--- src/rtl/core/sfd_pkg.sv ---
package sfd_pkg;

    localparam logic [7:0] SYNC_BYTE     = 8'hFF;
    localparam logic [7:0] SYNC_ALT_BYTE = 8'hFE;
    localparam logic [7:0] CKSUM_BASE    = 8'hFF;

    typedef enum logic [1:0] {
        KIND_DATA    = 2'd0,
        KIND_GOOD    = 2'd1,
        KIND_LEN_ERR = 2'd2,
        KIND_MSG_ERR = 2'd3
    } sfd_kind_t;

    typedef enum logic [8:0] {
        PH_SYNC1   = 9'b000000001,
        PH_SYNC2   = 9'b000000010,
        PH_LEN_L   = 9'b000000100,
        PH_LEN_H   = 9'b000001000,
        PH_LEN_CHK = 9'b000010000,
        PH_TOP_L   = 9'b000100000,
        PH_TOP_H   = 9'b001000000,
        PH_PAYLOAD = 9'b010000000,
        PH_MSG_CHK = 9'b100000000
    } sfd_phase_t;

    typedef struct packed {
        logic       valid;
        sfd_kind_t  kind;
        logic [7:0] data_byte;
        logic [15:0] topic;
        logic       frame_last;
    } sfd_result_t;

endpackage

--- src/rtl/core/sfd_parser.sv ---
module sfd_parser (
    input  logic                clk,
    input  logic                rst_n,
    input  logic                step,
    input  logic [7:0]          in_byte,
    output sfd_pkg::sfd_result_t res
);
    import sfd_pkg::*;

    sfd_phase_t  phase_reg, phase_next;
    logic [7:0]  length_low_reg, length_low_next;
    logic [15:0] frame_length_reg, frame_length_next;
    logic [7:0]  topic_low_reg, topic_low_next;
    logic [15:0] topic_word_reg, topic_word_next;
    logic [15:0] bytes_seen_reg, bytes_seen_next;
    logic [7:0]  running_sum_reg, running_sum_next;
    logic [7:0]  len_sum;
    logic [15:0] bytes_inc;

    assign len_sum   = frame_length_reg[7:0] + frame_length_reg[15:8];
    assign bytes_inc = bytes_seen_reg + 16'd1;

    always_comb
    begin
        phase_next        = phase_reg;
        length_low_next   = length_low_reg;
        frame_length_next = frame_length_reg;
        topic_low_next    = topic_low_reg;
        topic_word_next   = topic_word_reg;
        bytes_seen_next   = bytes_seen_reg;
        running_sum_next  = running_sum_reg;
        res               = '0;
        res.kind          = KIND_DATA;
        case (phase_reg)
            PH_SYNC2:
            begin
                phase_next = (in_byte == SYNC_ALT_BYTE || in_byte == SYNC_BYTE) ?
                             PH_LEN_L : PH_SYNC1;
            end
            PH_LEN_L:
            begin
                length_low_next = in_byte;
                phase_next      = PH_LEN_H;
            end
            PH_LEN_H:
            begin
                frame_length_next = {in_byte, length_low_reg};
                phase_next        = PH_LEN_CHK;
            end
            PH_LEN_CHK:
            begin
                if (in_byte != (CKSUM_BASE - len_sum))
                begin
                    phase_next     = PH_SYNC1;
                    res.valid      = 1'b1;
                    res.kind       = KIND_LEN_ERR;
                    res.frame_last = 1'b1;
                end
                else
                begin
                    phase_next = PH_TOP_L;
                end
            end
            PH_TOP_L:
            begin
                topic_low_next   = in_byte;
                running_sum_next = in_byte;
                phase_next       = PH_TOP_H;
            end
            PH_TOP_H:
            begin
                topic_word_next  = {in_byte, topic_low_reg};
                running_sum_next = running_sum_reg + in_byte;
                bytes_seen_next  = '0;
                phase_next       = (frame_length_reg == '0) ? PH_MSG_CHK : PH_PAYLOAD;
            end
            PH_PAYLOAD:
            begin
                running_sum_next = running_sum_reg + in_byte;
                bytes_seen_next  = bytes_inc;
                if (bytes_inc >= frame_length_reg)
                begin
                    phase_next = PH_MSG_CHK;
                end
                res.valid     = 1'b1;
                res.kind      = KIND_DATA;
                res.data_byte = in_byte;
                res.topic     = topic_word_reg;
            end
            PH_MSG_CHK:
            begin
                phase_next     = PH_SYNC1;
                res.valid      = 1'b1;
                res.kind       = (in_byte != (CKSUM_BASE - running_sum_reg)) ?
                                 KIND_MSG_ERR : KIND_GOOD;
                res.topic      = topic_word_reg;
                res.frame_last = 1'b1;
            end
            default:
            begin
                // first sync, and any unexpected code
                phase_next = (in_byte == SYNC_BYTE) ? PH_SYNC2 : PH_SYNC1;
            end
        endcase
    end

    always_ff @(posedge clk or negedge rst_n)
    begin
        if (!rst_n)
        begin
            phase_reg        <= PH_SYNC1;
            length_low_reg   <= '0;
            frame_length_reg <= '0;
            topic_low_reg    <= '0;
            topic_word_reg   <= '0;
            bytes_seen_reg   <= '0;
            running_sum_reg  <= '0;
        end
        else if (step)
        begin
            phase_reg        <= phase_next;
            length_low_reg   <= length_low_next;
            frame_length_reg <= frame_length_next;
            topic_low_reg    <= topic_low_next;
            topic_word_reg   <= topic_word_next;
            bytes_seen_reg   <= bytes_seen_next;
            running_sum_reg  <= running_sum_next;
        end
    end

endmodule

--- src/rtl/core/sfd_out_reg.sv ---
module sfd_out_reg (
    input  logic                clk,
    input  logic                rst_n,
    input  logic                load,
    input  sfd_pkg::sfd_result_t res,
    input  logic                take,
    output logic                busy,
    output logic                out_valid,
    output logic [1:0]          out_kind,
    output logic [7:0]          out_data,
    output logic [15:0]         out_topic,
    output logic                out_last
);
    import sfd_pkg::*;

    logic        valid_reg, valid_next;
    sfd_kind_t   kind_reg;
    logic [7:0]  data_reg;
    logic [15:0] topic_reg;
    logic        last_reg;

    // a load replaces the held item, which is either empty or being taken
    assign valid_next = load ? res.valid : (valid_reg && !take);
    assign busy       = valid_reg && !take;

    always_ff @(posedge clk or negedge rst_n)
    begin
        if (!rst_n)
        begin
            valid_reg <= 1'b0;
        end
        else
        begin
            valid_reg <= valid_next;
        end
    end

    always_ff @(posedge clk)
    begin
        if (load && res.valid)
        begin
            kind_reg  <= res.kind;
            data_reg  <= res.data_byte;
            topic_reg <= res.topic;
            last_reg  <= res.frame_last;
        end
    end

    assign out_valid = valid_reg;
    assign out_kind  = kind_reg;
    assign out_data  = data_reg;
    assign out_topic = topic_reg;
    assign out_last  = last_reg;

endmodule

--- src/rtl/core/serial_frame_deframer.sv ---
// Serial frame deframer: takes one received byte per item on the slave side
// and finds frames of the form sync 0xFF, second sync 0xFE or 0xFF, 16-bit
// little-endian length, length checksum, 16-bit little-endian topic, payload
// and message checksum (each checksum is 0xFF minus the byte sum modulo 256).
// Payload bytes leave as they arrive, kind 0, tagged with the topic; every
// frame whose length checksum is checked ends with one status item (kind 1
// good, 2 length checksum error with topic zero, 3 message checksum error)
// carrying tlast. A bad second sync drops back to the hunt silently.
// Throughput is one byte per clock while the master side takes results:
// the parser state updates in a single pass between the input register
// and the result register. An accepted byte waits in the input register
// until the result slot is free; its result item is offered from that slot.
module serial_frame_deframer (
    input  logic        clk,
    input  logic        rst_n,
    input  logic        s_axis_tvalid,
    output logic        s_axis_tready,
    input  logic [7:0]  s_axis_tdata,   // [7:0] in_byte
    output logic        m_axis_tvalid,
    input  logic        m_axis_tready,
    output logic [23:0] m_axis_tdata,   // [7:0] data_byte, [23:8] topic
    output logic [1:0]  m_axis_tuser,   // [1:0] kind
    output logic        m_axis_tlast    // frame_last
);
    import sfd_pkg::*;

    // input register
    logic        in_valid_reg, in_valid_next;
    logic [7:0]  in_byte_reg;
    logic        advance;
    logic        out_busy;
    logic        take;
    logic [7:0]  out_data;
    logic [15:0] out_topic;
    sfd_result_t res;

    assign take    = m_axis_tvalid && m_axis_tready;
    // the held byte is parsed once the result slot is free or being emptied
    assign advance = in_valid_reg && !out_busy;
    assign s_axis_tready = !in_valid_reg || advance;
    assign in_valid_next = s_axis_tready ? s_axis_tvalid : in_valid_reg;

    always_ff @(posedge clk or negedge rst_n)
    begin
        if (!rst_n)
        begin
            in_valid_reg <= 1'b0;
        end
        else
        begin
            in_valid_reg <= in_valid_next;
        end
    end

    always_ff @(posedge clk)
    begin
        if (s_axis_tvalid && s_axis_tready)
        begin
            in_byte_reg <= s_axis_tdata;
        end
    end

    sfd_parser u_parser (
        .clk     (clk),
        .rst_n   (rst_n),
        .step    (advance),
        .in_byte (in_byte_reg),
        .res     (res)
    );

    sfd_out_reg u_out (
        .clk       (clk),
        .rst_n     (rst_n),
        .load      (advance),
        .res       (res),
        .take      (take),
        .busy      (out_busy),
        .out_valid (m_axis_tvalid),
        .out_kind  (m_axis_tuser),
        .out_data  (out_data),
        .out_topic (out_topic),
        .out_last  (m_axis_tlast)
    );

    assign m_axis_tdata = {out_topic, out_data};

endmodule

--- config.mk ---
export PLATFORM = sky130hd
export DESIGN_NAME = serial_frame_deframer
export DESIGN_NICKNAME = d
export VERILOG_FILES = /design/src/rtl/core/sfd_pkg.sv /design/src/rtl/core/sfd_parser.sv /design/src/rtl/core/sfd_out_reg.sv /design/src/rtl/core/serial_frame_deframer.sv
export SDC_FILE = /design/constraint.sdc
export NUM_CORES = 1
export LEC_CHECK = 0
export BUFFER_PORTS_ARGS = -buffer_cell sky130_fd_sc_hd__buf_2
export CAP_MARGIN = 20
export CORE_ASPECT_RATIO = 0.6
export CORE_UTILIZATION = 59
export CTS_CLUSTER_SIZE = 28
export DETAILED_ROUTE_END_ITERATION = 6
export PLACE_DENSITY_LB_ADDON = 0.05
export SLEW_MARGIN = 0
export SYNTH_ARGS = -nofsm -noshare
export SYNTH_HDL_FRONTEND = slang
export SYNTH_SLANG_ARGS = --single-unit
--- constraint.sdc ---
create_clock -name clk -period 6 [get_ports clk]
set_input_delay 0.6 -clock clk [delete_from_list [all_inputs] [get_ports clk]]
set_output_delay 0.6 -clock clk [all_outputs]
set_load 0.005 [all_outputs]
==> results of run 1 <==
==> cell usage after synthesis, drive strengths merged, types with 2 or more instances <==
cell type  number  share of area
inv            32          0.019
nand4           5         0.0050
nand3           5         0.0040
o22ai           3         0.0030
mux2i           5         0.0080
a21oi          25          0.020
mux2           35          0.064
a21o            9          0.011
xnor2          16          0.022
fa              2         0.0064
nor2           48          0.030
ha             31          0.062
clkbuf         19          0.011
dfrtp          82           0.33
o31ai           2         0.0024
nor3            9         0.0072
o21ai          56          0.045
a31oi           4         0.0040
edfxtp         35           0.17
o21bai          6         0.0078
buf             7         0.0070
or2             3         0.0030
nor2b           9         0.0090
xor2           15          0.021
and4            7         0.0098
o21a            2         0.0024
a211o           2         0.0028
and2           21          0.021
nand2b          7         0.0070
nor4            9          0.011
a311oi          2         0.0028
a211oi          2         0.0032
nand2          43          0.026
and3           18          0.018
==> area by class of cell <==
class                      count  area [sq um]  area share
sequential                   118          3130       0.438
multi-input combinational    415          2900       0.406
clock buffer                  21           460      0.0645
timing repair buffer          45           240      0.0336
tap                          135           169      0.0237
clock inverter                11           125      0.0175
inverter                      32           120      0.0168
==> report_power, final <==
group,switching [mW],internal (mW),leakage [nW]
combinational,0.0854,0.0600,1.75
sequential,0.0271,0.850,1.35
clock,0.379,0.633,0.272
==> per-layer routing <==
layer  vias to the layer above  part of all wire  GRT usage
met1                      2304              0.47      0.435
met5                         -                 0          0
met3                        28             0.087     0.0802
li1                       2171                 -          -
met2                       209              0.42      0.426
met4                         0             0.021      0.110
==> worst max-delay path, delay by kind of cell (launching register included) <==
family	cells	cell delay (ns)
and+or+nand+nor	5	1.56
muxes	1	0.36
adders and majority gates	2	0.52
DFF	1	0.41
xor gates and xnor gates	1	0.19
AOI/OAI and AO/OA	3	0.53
==> cell families after synthesis <==
group,count (synthesis),synth area share
and+or+nand+nor,188,0.159
AOI/OAI and AO/OA,123,0.118
DFF,118,0.501
buffers and inverters,58,0.0376
muxes,40,0.0723
adders and majority gates,33,0.0685
xor gates and xnor gates,31,0.0434
==> final timing paths <==
check / cells after the start / slack, ns / to / from
worst min register to register: 2 / 0.49 / u_parser.frame_length_reg[2] / u_parser.length_low_reg[2]
worst min-delay path: 1 / 0.11 / u_parser.running_sum_reg[2] / rst_n
worst max register to register: 12 / 2.32 / u_parser.phase_reg[7] / u_parser.bytes_seen_reg[0]
max in group asynchronous: 2 / 4.83 / u_parser.topic_low_reg[0] / rst_n
worst max-delay path: 12 / 2.32 / u_parser.phase_reg[7] / u_parser.bytes_seen_reg[0]
min in group clk: 1 / 0.36 / in_byte_reg[0] / s_axis_tdata[0]
==> per-stage QoR <==
stage / utilization / setup WS, ns / std cells / hold WS, ns
6_report: 0.708 / 2.32 / 777 / 0.115
5_1_grt: 0.708 / 2.10 / 777 / 0.139
4_1_cts: 0.708 / 2.36 / 777 / 0.123
3_5_place_dp: 0.650 / 2.41 / 745 / 0.479
3_3_place_gp: 0.650 / 2.54 / 745 / 0.466
2_1_floorplan: - / 2.09 / 591 / 0.304
==> flow_summary.toml, run 1 <==
[layout]
drive_above_1_share = 0.193
layout.cells.most_common = "sky130_fd_sc_hd__dfrtp_1"
area.growth.synth_to_final_pct = 14.3
insertedDiodeCount = 0
fillers = 732
fin_area_sq_um = 7140
commonest_cells_after_routing_fill_and_taps_aside = "sky130_fd_sc_hd__dfrtp_1, sky130_fd_sc_hd__o21ai_0, sky130_fd_sc_hd__nor2_1, sky130_fd_sc_hd__nand2_1, sky130_fd_sc_hd__buf_2"
nNetsFinal = 674

[worst_hold_path]
holdCritPathClass = "input pin to async pin"

[placement]
portBuffers = 40
dpl.hpwl_um = 10200
gp_congestion = 0.873
postPlaceCellArea_sq_um = 6560

[die]
die_width_um = 135
start_util = 0.620
placementRows = 28
num_io_pins = 41
core_sq_um = 10100
dieHeight_um = 81.7
floorplan.die_area_sq_um = 11000

[power]
power.density_cell_area_nw_per_um2 = 285
irDropWorstVdd_v = 0.000205
fin_total_pwr_mw = 2.03
leakage_nw = 3.37

[worst_setup_path]
crit_path_cell_trace = "ha_1 -> and3_1 -> and4_1 -> and3_1 -> and3_1 -> xor2_1 -> ha_1 -> a21o_1 -> a211oi_2 -> o22ai_1 -> or2_1 -> mux2_4"
timing.critical_path.slowest_stage_cell = "sky130_fd_sc_hd__or2_1"
critPathMaxStageDelay_ns = 0.43
critical_path.max_fanout = 9
setup.worst_path.start_class = "flip-flop"
crit_path_frequent_cell = "sky130_fd_sc_hd__and3_1"
worst_setup_path_end_kind = "flip-flop"
critical_path_arrival_ns = 3.98
required_arrival_time_at_the_worst_endpoint_ns = 6.29
worstSetupPathType = "flip-flop to flip-flop"

[timing]
tightest_slew_ns = 1.09
grt_setup_unrepaired = "false"
final_tns_setup_ns = 0
slew_viol_final = 0
maxClockFrequency_mhz = 271
hold_viol = 0
timing.clock.skew_ns = 0.00736
timing.max_slew.rel_slack = 0.267
post-route-period-util = 0.614
timing.final.crit_period_ns = 3.68
setup_viol = 0

[yosys]
synth_seq_cells = 118
synthesis.area_sq_um = 6250
synthCells = 591
yosysWarnings = 0
postSynthNetCount = 636
synth_cell_types = 58
mean_area_per_synthesized_cell_sq_um = 10.6
asyncSetResetFlopFracSynth = 0.703
dominantRegCellSynth = "sky130_fd_sc_hd__dfrtp_1"
synth_edf_count = 35
ys_seq_area_frac = 0.501

[clock_tree]
post_cts_resize_count = 0
clkLatencyLatePin_ns = 0.42
post_cts_hold_buffer_count = 0
cts.reportedPaths.clkPinSlew_ns = 0.06
cts_max_path_buffers = 2
level_count_of_the_clock_h_tree = 4
tritoncts.num_buffers = 17
post-cts-setup-buffer-count = 0
clock_sinks = 118
cts_root_buf = "sky130_fd_sc_hd__clkbuf_16"
cts_tree = "done"

[drt]
dr.pass1.iters = 6
initialDrtViolationCount = 412
detail_route.wirelength_um = 14900
routed_wirelength_normalized_by_instance_count_um = 19.1
drt-vias-per-instance = 6.06
drt_drc_violations_left = 0
ant_nets = 0
routed-via-count = 4712

[global_routing]
grt_antenna_before_repair = 0
gr-total-overflow = 0
largest_net_degree_at_the_start_of_global_routing = 54
via_count_of_the_first_global_routing_pass = 4478
global_route.usage.total = 0.298
first_pass_grt_wire_length_um = 23900

[run]
drv_cap = 0

[outcome]
run_status = "finished, final reports clean"
No activity file was read; power rests on OpenSTA's default activity.
==> run 2: changes to the inputs <==
Settings changed: ABC_AREA set to 1, CORE_UTILIZATION 59 to 55.
Clock period 6 ns to 3 ns, I/O delays scaled along.
==> run 2 against run 1 <==
The flow now finishes with violations (DRC, setup timing). Clock power increased by 96%. First-iteration DRC count grew 1.2%. Largest cell class unchanged. Critical path depth increased by 7. Critical path type unchanged. Worst setup slack worse by 2.4 ns. Worst hold slack lost 0.053 ns.
==> flow_summary.toml, run 2 <==
[outcome]
run_status = "finished, violations left"
violations = "DRC, setup timing"

[power]
internal-power_mw = 3.06
clk_network_pwr_share = 0.487
power.switching_fraction = 0.246
fin_total_pwr_mw = 4.06
power_switching_mw = 0.999
power.density_cell_area_nw_per_um2 = 553
irDropWorstVdd_v = 0.000478
seq_power_share = 0.429
leakage_nw = 3.64
power.combinational.fraction = 0.083

[worst_setup_path]
critPathMaxStageDelay_ns = 0.44
required_arrival_time_at_the_worst_endpoint_ns = 3.30
worst_setup_path_end_kind = "flip-flop"
timing.reg2reg.setup_slack_ns = -0.10
worstSetupPathType = "flip-flop to flip-flop"
crit_path_cell_trace = "ha_4 -> nand2_2 -> nor2_2 -> nand2_2 -> nor2_4 -> nand3_4 -> nor3_4 -> nand3_2 -> xor2_2 -> inv_1 -> ha_1 -> nand2_2 -> nor2_1 -> a21oi_1 -> nand4_1 -> nand2_4 -> inv_2 -> nand2_1 -> o21ai_1"
worst-path-buf-inv = 2
timing.critical_path.slowest_stage_cell = "sky130_fd_sc_hd__dfrtp_1"
worstReg2RegStart = "u_parser.bytes_seen_reg[1]"
setup.worst_path.start_class = "flip-flop"
critical_path.max_fanout = 6
critical-path-top-delay-family = "simple AND/OR/NAND/NOR gates"
crit_path_frequent_cell = "sky130_fd_sc_hd__nand2_2"
r2r_worst_path_depth = 19
worstReg2RegEnd = "u_parser.phase_reg[8]"
critical_path_arrival_ns = 3.40

[die]
start_util = 0.576
num_io_pins = 41
placementRows = 29
dieHeight_um = 84.3
floorplan.die_area_sq_um = 11700
die_width_um = 139
core_sq_um = 10800

[yosys]
postSynthNetCount = 744
synthDominantCellAreaShare = 0.330
netlist_top_cells_area = "sky130_fd_sc_hd__dfrtp_1, sky130_fd_sc_hd__edfxtp_1, sky130_fd_sc_hd__nand2_1, sky130_fd_sc_hd__ha_1, sky130_fd_sc_hd__inv_1"
synth_edf_count = 35
synth.most_common_cell = "sky130_fd_sc_hd__nand2_1"
synth_seq_cells = 118
yosysWarnings = 0
mean_area_per_synthesized_cell_sq_um = 8.89
synthCells = 699
synth_cell_types = 40
asyncSetResetFlopFracSynth = 0.703
synthesis.area_sq_um = 6210
dominantRegCellSynth = "sky130_fd_sc_hd__dfrtp_1"
synth_top_area_cell = "sky130_fd_sc_hd__dfrtp_1"
ys_seq_area_frac = 0.504
netlist_top_cells_count = "sky130_fd_sc_hd__nand2_1, sky130_fd_sc_hd__inv_1, sky130_fd_sc_hd__dfrtp_1, sky130_fd_sc_hd__o21ai_0, sky130_fd_sc_hd__nor2_1"

[clock_tree]
cts_tree = "done"
cts_max_path_buffers = 2
clock_sinks = 118
level_count_of_the_clock_h_tree = 4
tritoncts.num_buffers = 17
clkLatencyLatePin_ns = 0.41
cts_root_buf = "sky130_fd_sc_hd__clkbuf_16"
cts.reportedPaths.clkPinSlew_ns = 0.06

[timing]
grt_setup_unrepaired = "true"
worst_hold_slack_ns = 0.0620
final_tns_setup_ns = -0.715
slew_viol_final = 0
setup_viol = 9
timing.max_slew.rel_slack = 0.501
hold_viol = 0
timing.final.crit_period_ns = 3.10
postLayoutSetupSlackWorst_ns = -0.103
post-route-period-util = 1.03
timing.clock.skew_ns = 0.0123
tightest_slew_ns = 0.749
maxClockFrequency_mhz = 322

[layout]
commonest_cells_after_routing_fill_and_taps_aside = "sky130_fd_sc_hd__nand2_1, sky130_fd_sc_hd__inv_1, sky130_fd_sc_hd__dfrtp_1, sky130_fd_sc_hd__o21ai_0, sky130_fd_sc_hd__nor2_1"
fillers = 821
final_util = 0.682
drive_above_1_share = 0.207
nNetsFinal = 810
layout.cells.most_common = "sky130_fd_sc_hd__nand2_1"
area.growth.synth_to_final_pct = 18.3
insertedDiodeCount = 0

[worst_hold_path]
hold_crit_depth = 1
worstHoldStart = "s_axis_tdata[7]"
endpoint_with_the_worst_hold_slack = "in_byte_reg[7]"
holdCritPathClass = "input pin to flip-flop"

[placement]
dpl.hpwl_um = 10700
portBuffers = 40
gp_congestion = 0.886

[global_routing]
global_route.usage.total = 0.274
first_pass_grt_wire_length_um = 24300
grt_antenna_before_repair = 0
gr-total-overflow = 0
via_count_of_the_first_global_routing_pass = 4800
largest_net_degree_at_the_start_of_global_routing = 56

[drt]
detail_route.wirelength_um = 14900
dr.pass1.iters = 7
drt_drc_violations_left = 5
initialDrtViolationCount = 417
routed_wirelength_normalized_by_instance_count_um = 16.2
routed-via-count = 5059
ant_nets = 0
drt-vias-per-instance = 5.52

[run]
drv_cap = 0
[run 2: cell count changes after synthesis, moves of 11 or more]
cell / previous run / this run
sky130_fd_sc_hd__xnor2_1: 16 / 5
sky130_fd_sc_hd__o21ai_0: 56 / 43
sky130_fd_sc_hd__mux2_2: 33 / 0
sky130_fd_sc_hd__nand3_1: 5 / 28
sky130_fd_sc_hd__clkbuf_1: 19 / 0
sky130_fd_sc_hd__and2_1: 21 / 0
sky130_fd_sc_hd__inv_2: 0 / 15
sky130_fd_sc_hd__and3_1: 18 / 0
sky130_fd_sc_hd__nor2_2: 2 / 16
sky130_fd_sc_hd__o21ai_1: 0 / 33
sky130_fd_sc_hd__nand2_1: 42 / 159
sky130_fd_sc_hd__inv_1: 32 / 90
[run 2: what timing repair did]
item | 4_1_cts | 5_1_grt
gates cloned | 0 | 0
setup buffers | 6 | 5
gates resized for setup | 6 | 18
hold endpoints to repair | 43 | 0
pin swaps | 3 | 12
endpoints found under the setup margin | 9 | 36
hold buffers | 1 | 0
[run 2: power by group through the flow]
stage          clock (mW)  sequential, mW  combinational [mW]
2_1_floorplan           0            1.76               0.220
3_3_place_gp            0            1.77               0.303
3_5_place_dp            0            1.77               0.313
4_1_cts              2.00            1.74               0.322
5_1_grt              2.08            1.75               0.385
6_report             1.98            1.74               0.338
[run 2: cell type report]
class,instances,area (sq um),area share
Multi-Input combinational cell,462,2700,0.367
Sequential cell,118,3130,0.426
Timing Repair Buffer,60,372,0.0506
Clock inverter,12,128,0.0174
Tap cell,139,174,0.0237
Inverter,106,400,0.0545
Clock buffer,20,447,0.0608
[run 2: how the worst max path moves through the flow]
| stage | start | endpoint | cells past startpoint |
|---|---|---|---|
| after detailed placement | u_parser.bytes_seen_reg[0] | u_parser.phase_reg[8] | 19 |
| after global routing | u_parser.bytes_seen_reg[1] | u_parser.phase_reg[8] | 19 |
| final | u_parser.bytes_seen_reg[1] | u_parser.phase_reg[8] | 19 |
| after CTS | u_parser.bytes_seen_reg[1] | u_parser.phase_reg[7] | 20 |
| after global placement | u_parser.bytes_seen_reg[0] | u_parser.phase_reg[3] | 18 |
| after floorplan | u_parser.bytes_seen_reg[0] | u_parser.phase_reg[3] | 18 |
[run 2: logic make-up (layout without fill, tap and decap cells)]
group	Yosys count	in the layout	synth area share
AO/OA/AOI/OAI	116	116	0.102
XOR/XNOR	22	22	0.0310
adder cells (fa/ha/maj)	33	33	0.0689
buffers and inverters	119	198	0.0775
flip-flops	118	118	0.504
AND/OR/NAND/NOR	291	291	0.217
[run 2: routing by layer]
layer / wire length, um / up-vias / GRT usage / part of all wire
met4: 104 / 0 / 0.0768 / 0.0070
met2: 6200 / 186 / 0.386 / 0.42
met3: 1120 / 11 / 0.0627 / 0.075
met1: 7460 / 2438 / 0.421 / 0.50
li1: - / 2424 / - / -
met5: 0 / - / 0 / 0
[run 2: worst reg2reg max path, cell delays in order, from the launching register on]
cell and delay [ns]:
sky130_fd_sc_hd__dfrtp_1 0.44, sky130_fd_sc_hd__ha_4 0.18, sky130_fd_sc_hd__nand2_2 0.06, sky130_fd_sc_hd__nor2_2 0.12
sky130_fd_sc_hd__nand2_2 0.11, sky130_fd_sc_hd__nor2_4 0.16, sky130_fd_sc_hd__nand3_4 0.10, sky130_fd_sc_hd__nor3_4 0.25
sky130_fd_sc_hd__nand3_2 0.15, sky130_fd_sc_hd__xor2_2 0.17, sky130_fd_sc_hd__inv_1 0.08, sky130_fd_sc_hd__ha_1 0.30
sky130_fd_sc_hd__nand2_2 0.09, sky130_fd_sc_hd__nor2_1 0.04, sky130_fd_sc_hd__a21oi_1 0.14, sky130_fd_sc_hd__nand4_1 0.22
sky130_fd_sc_hd__nand2_4 0.19, sky130_fd_sc_hd__inv_2 0.08, sky130_fd_sc_hd__nand2_1 0.06, sky130_fd_sc_hd__o21ai_1 0.07
[run 2: through the flow]
| step | std cells | area (sq um) | worst slack (ns) |
|---|---|---|---|
| after global placement | 873 | 6580 | 0.146 |
| after global routing | 917 | 7350 | -0.281 |
| after floorplan | 699 | 6210 | 0.373 |
| after CTS | 912 | 7230 | 0.0292 |
| after detailed placement | 873 | 6580 | -0.0401 |
| final | 917 | 7350 | -0.103 |
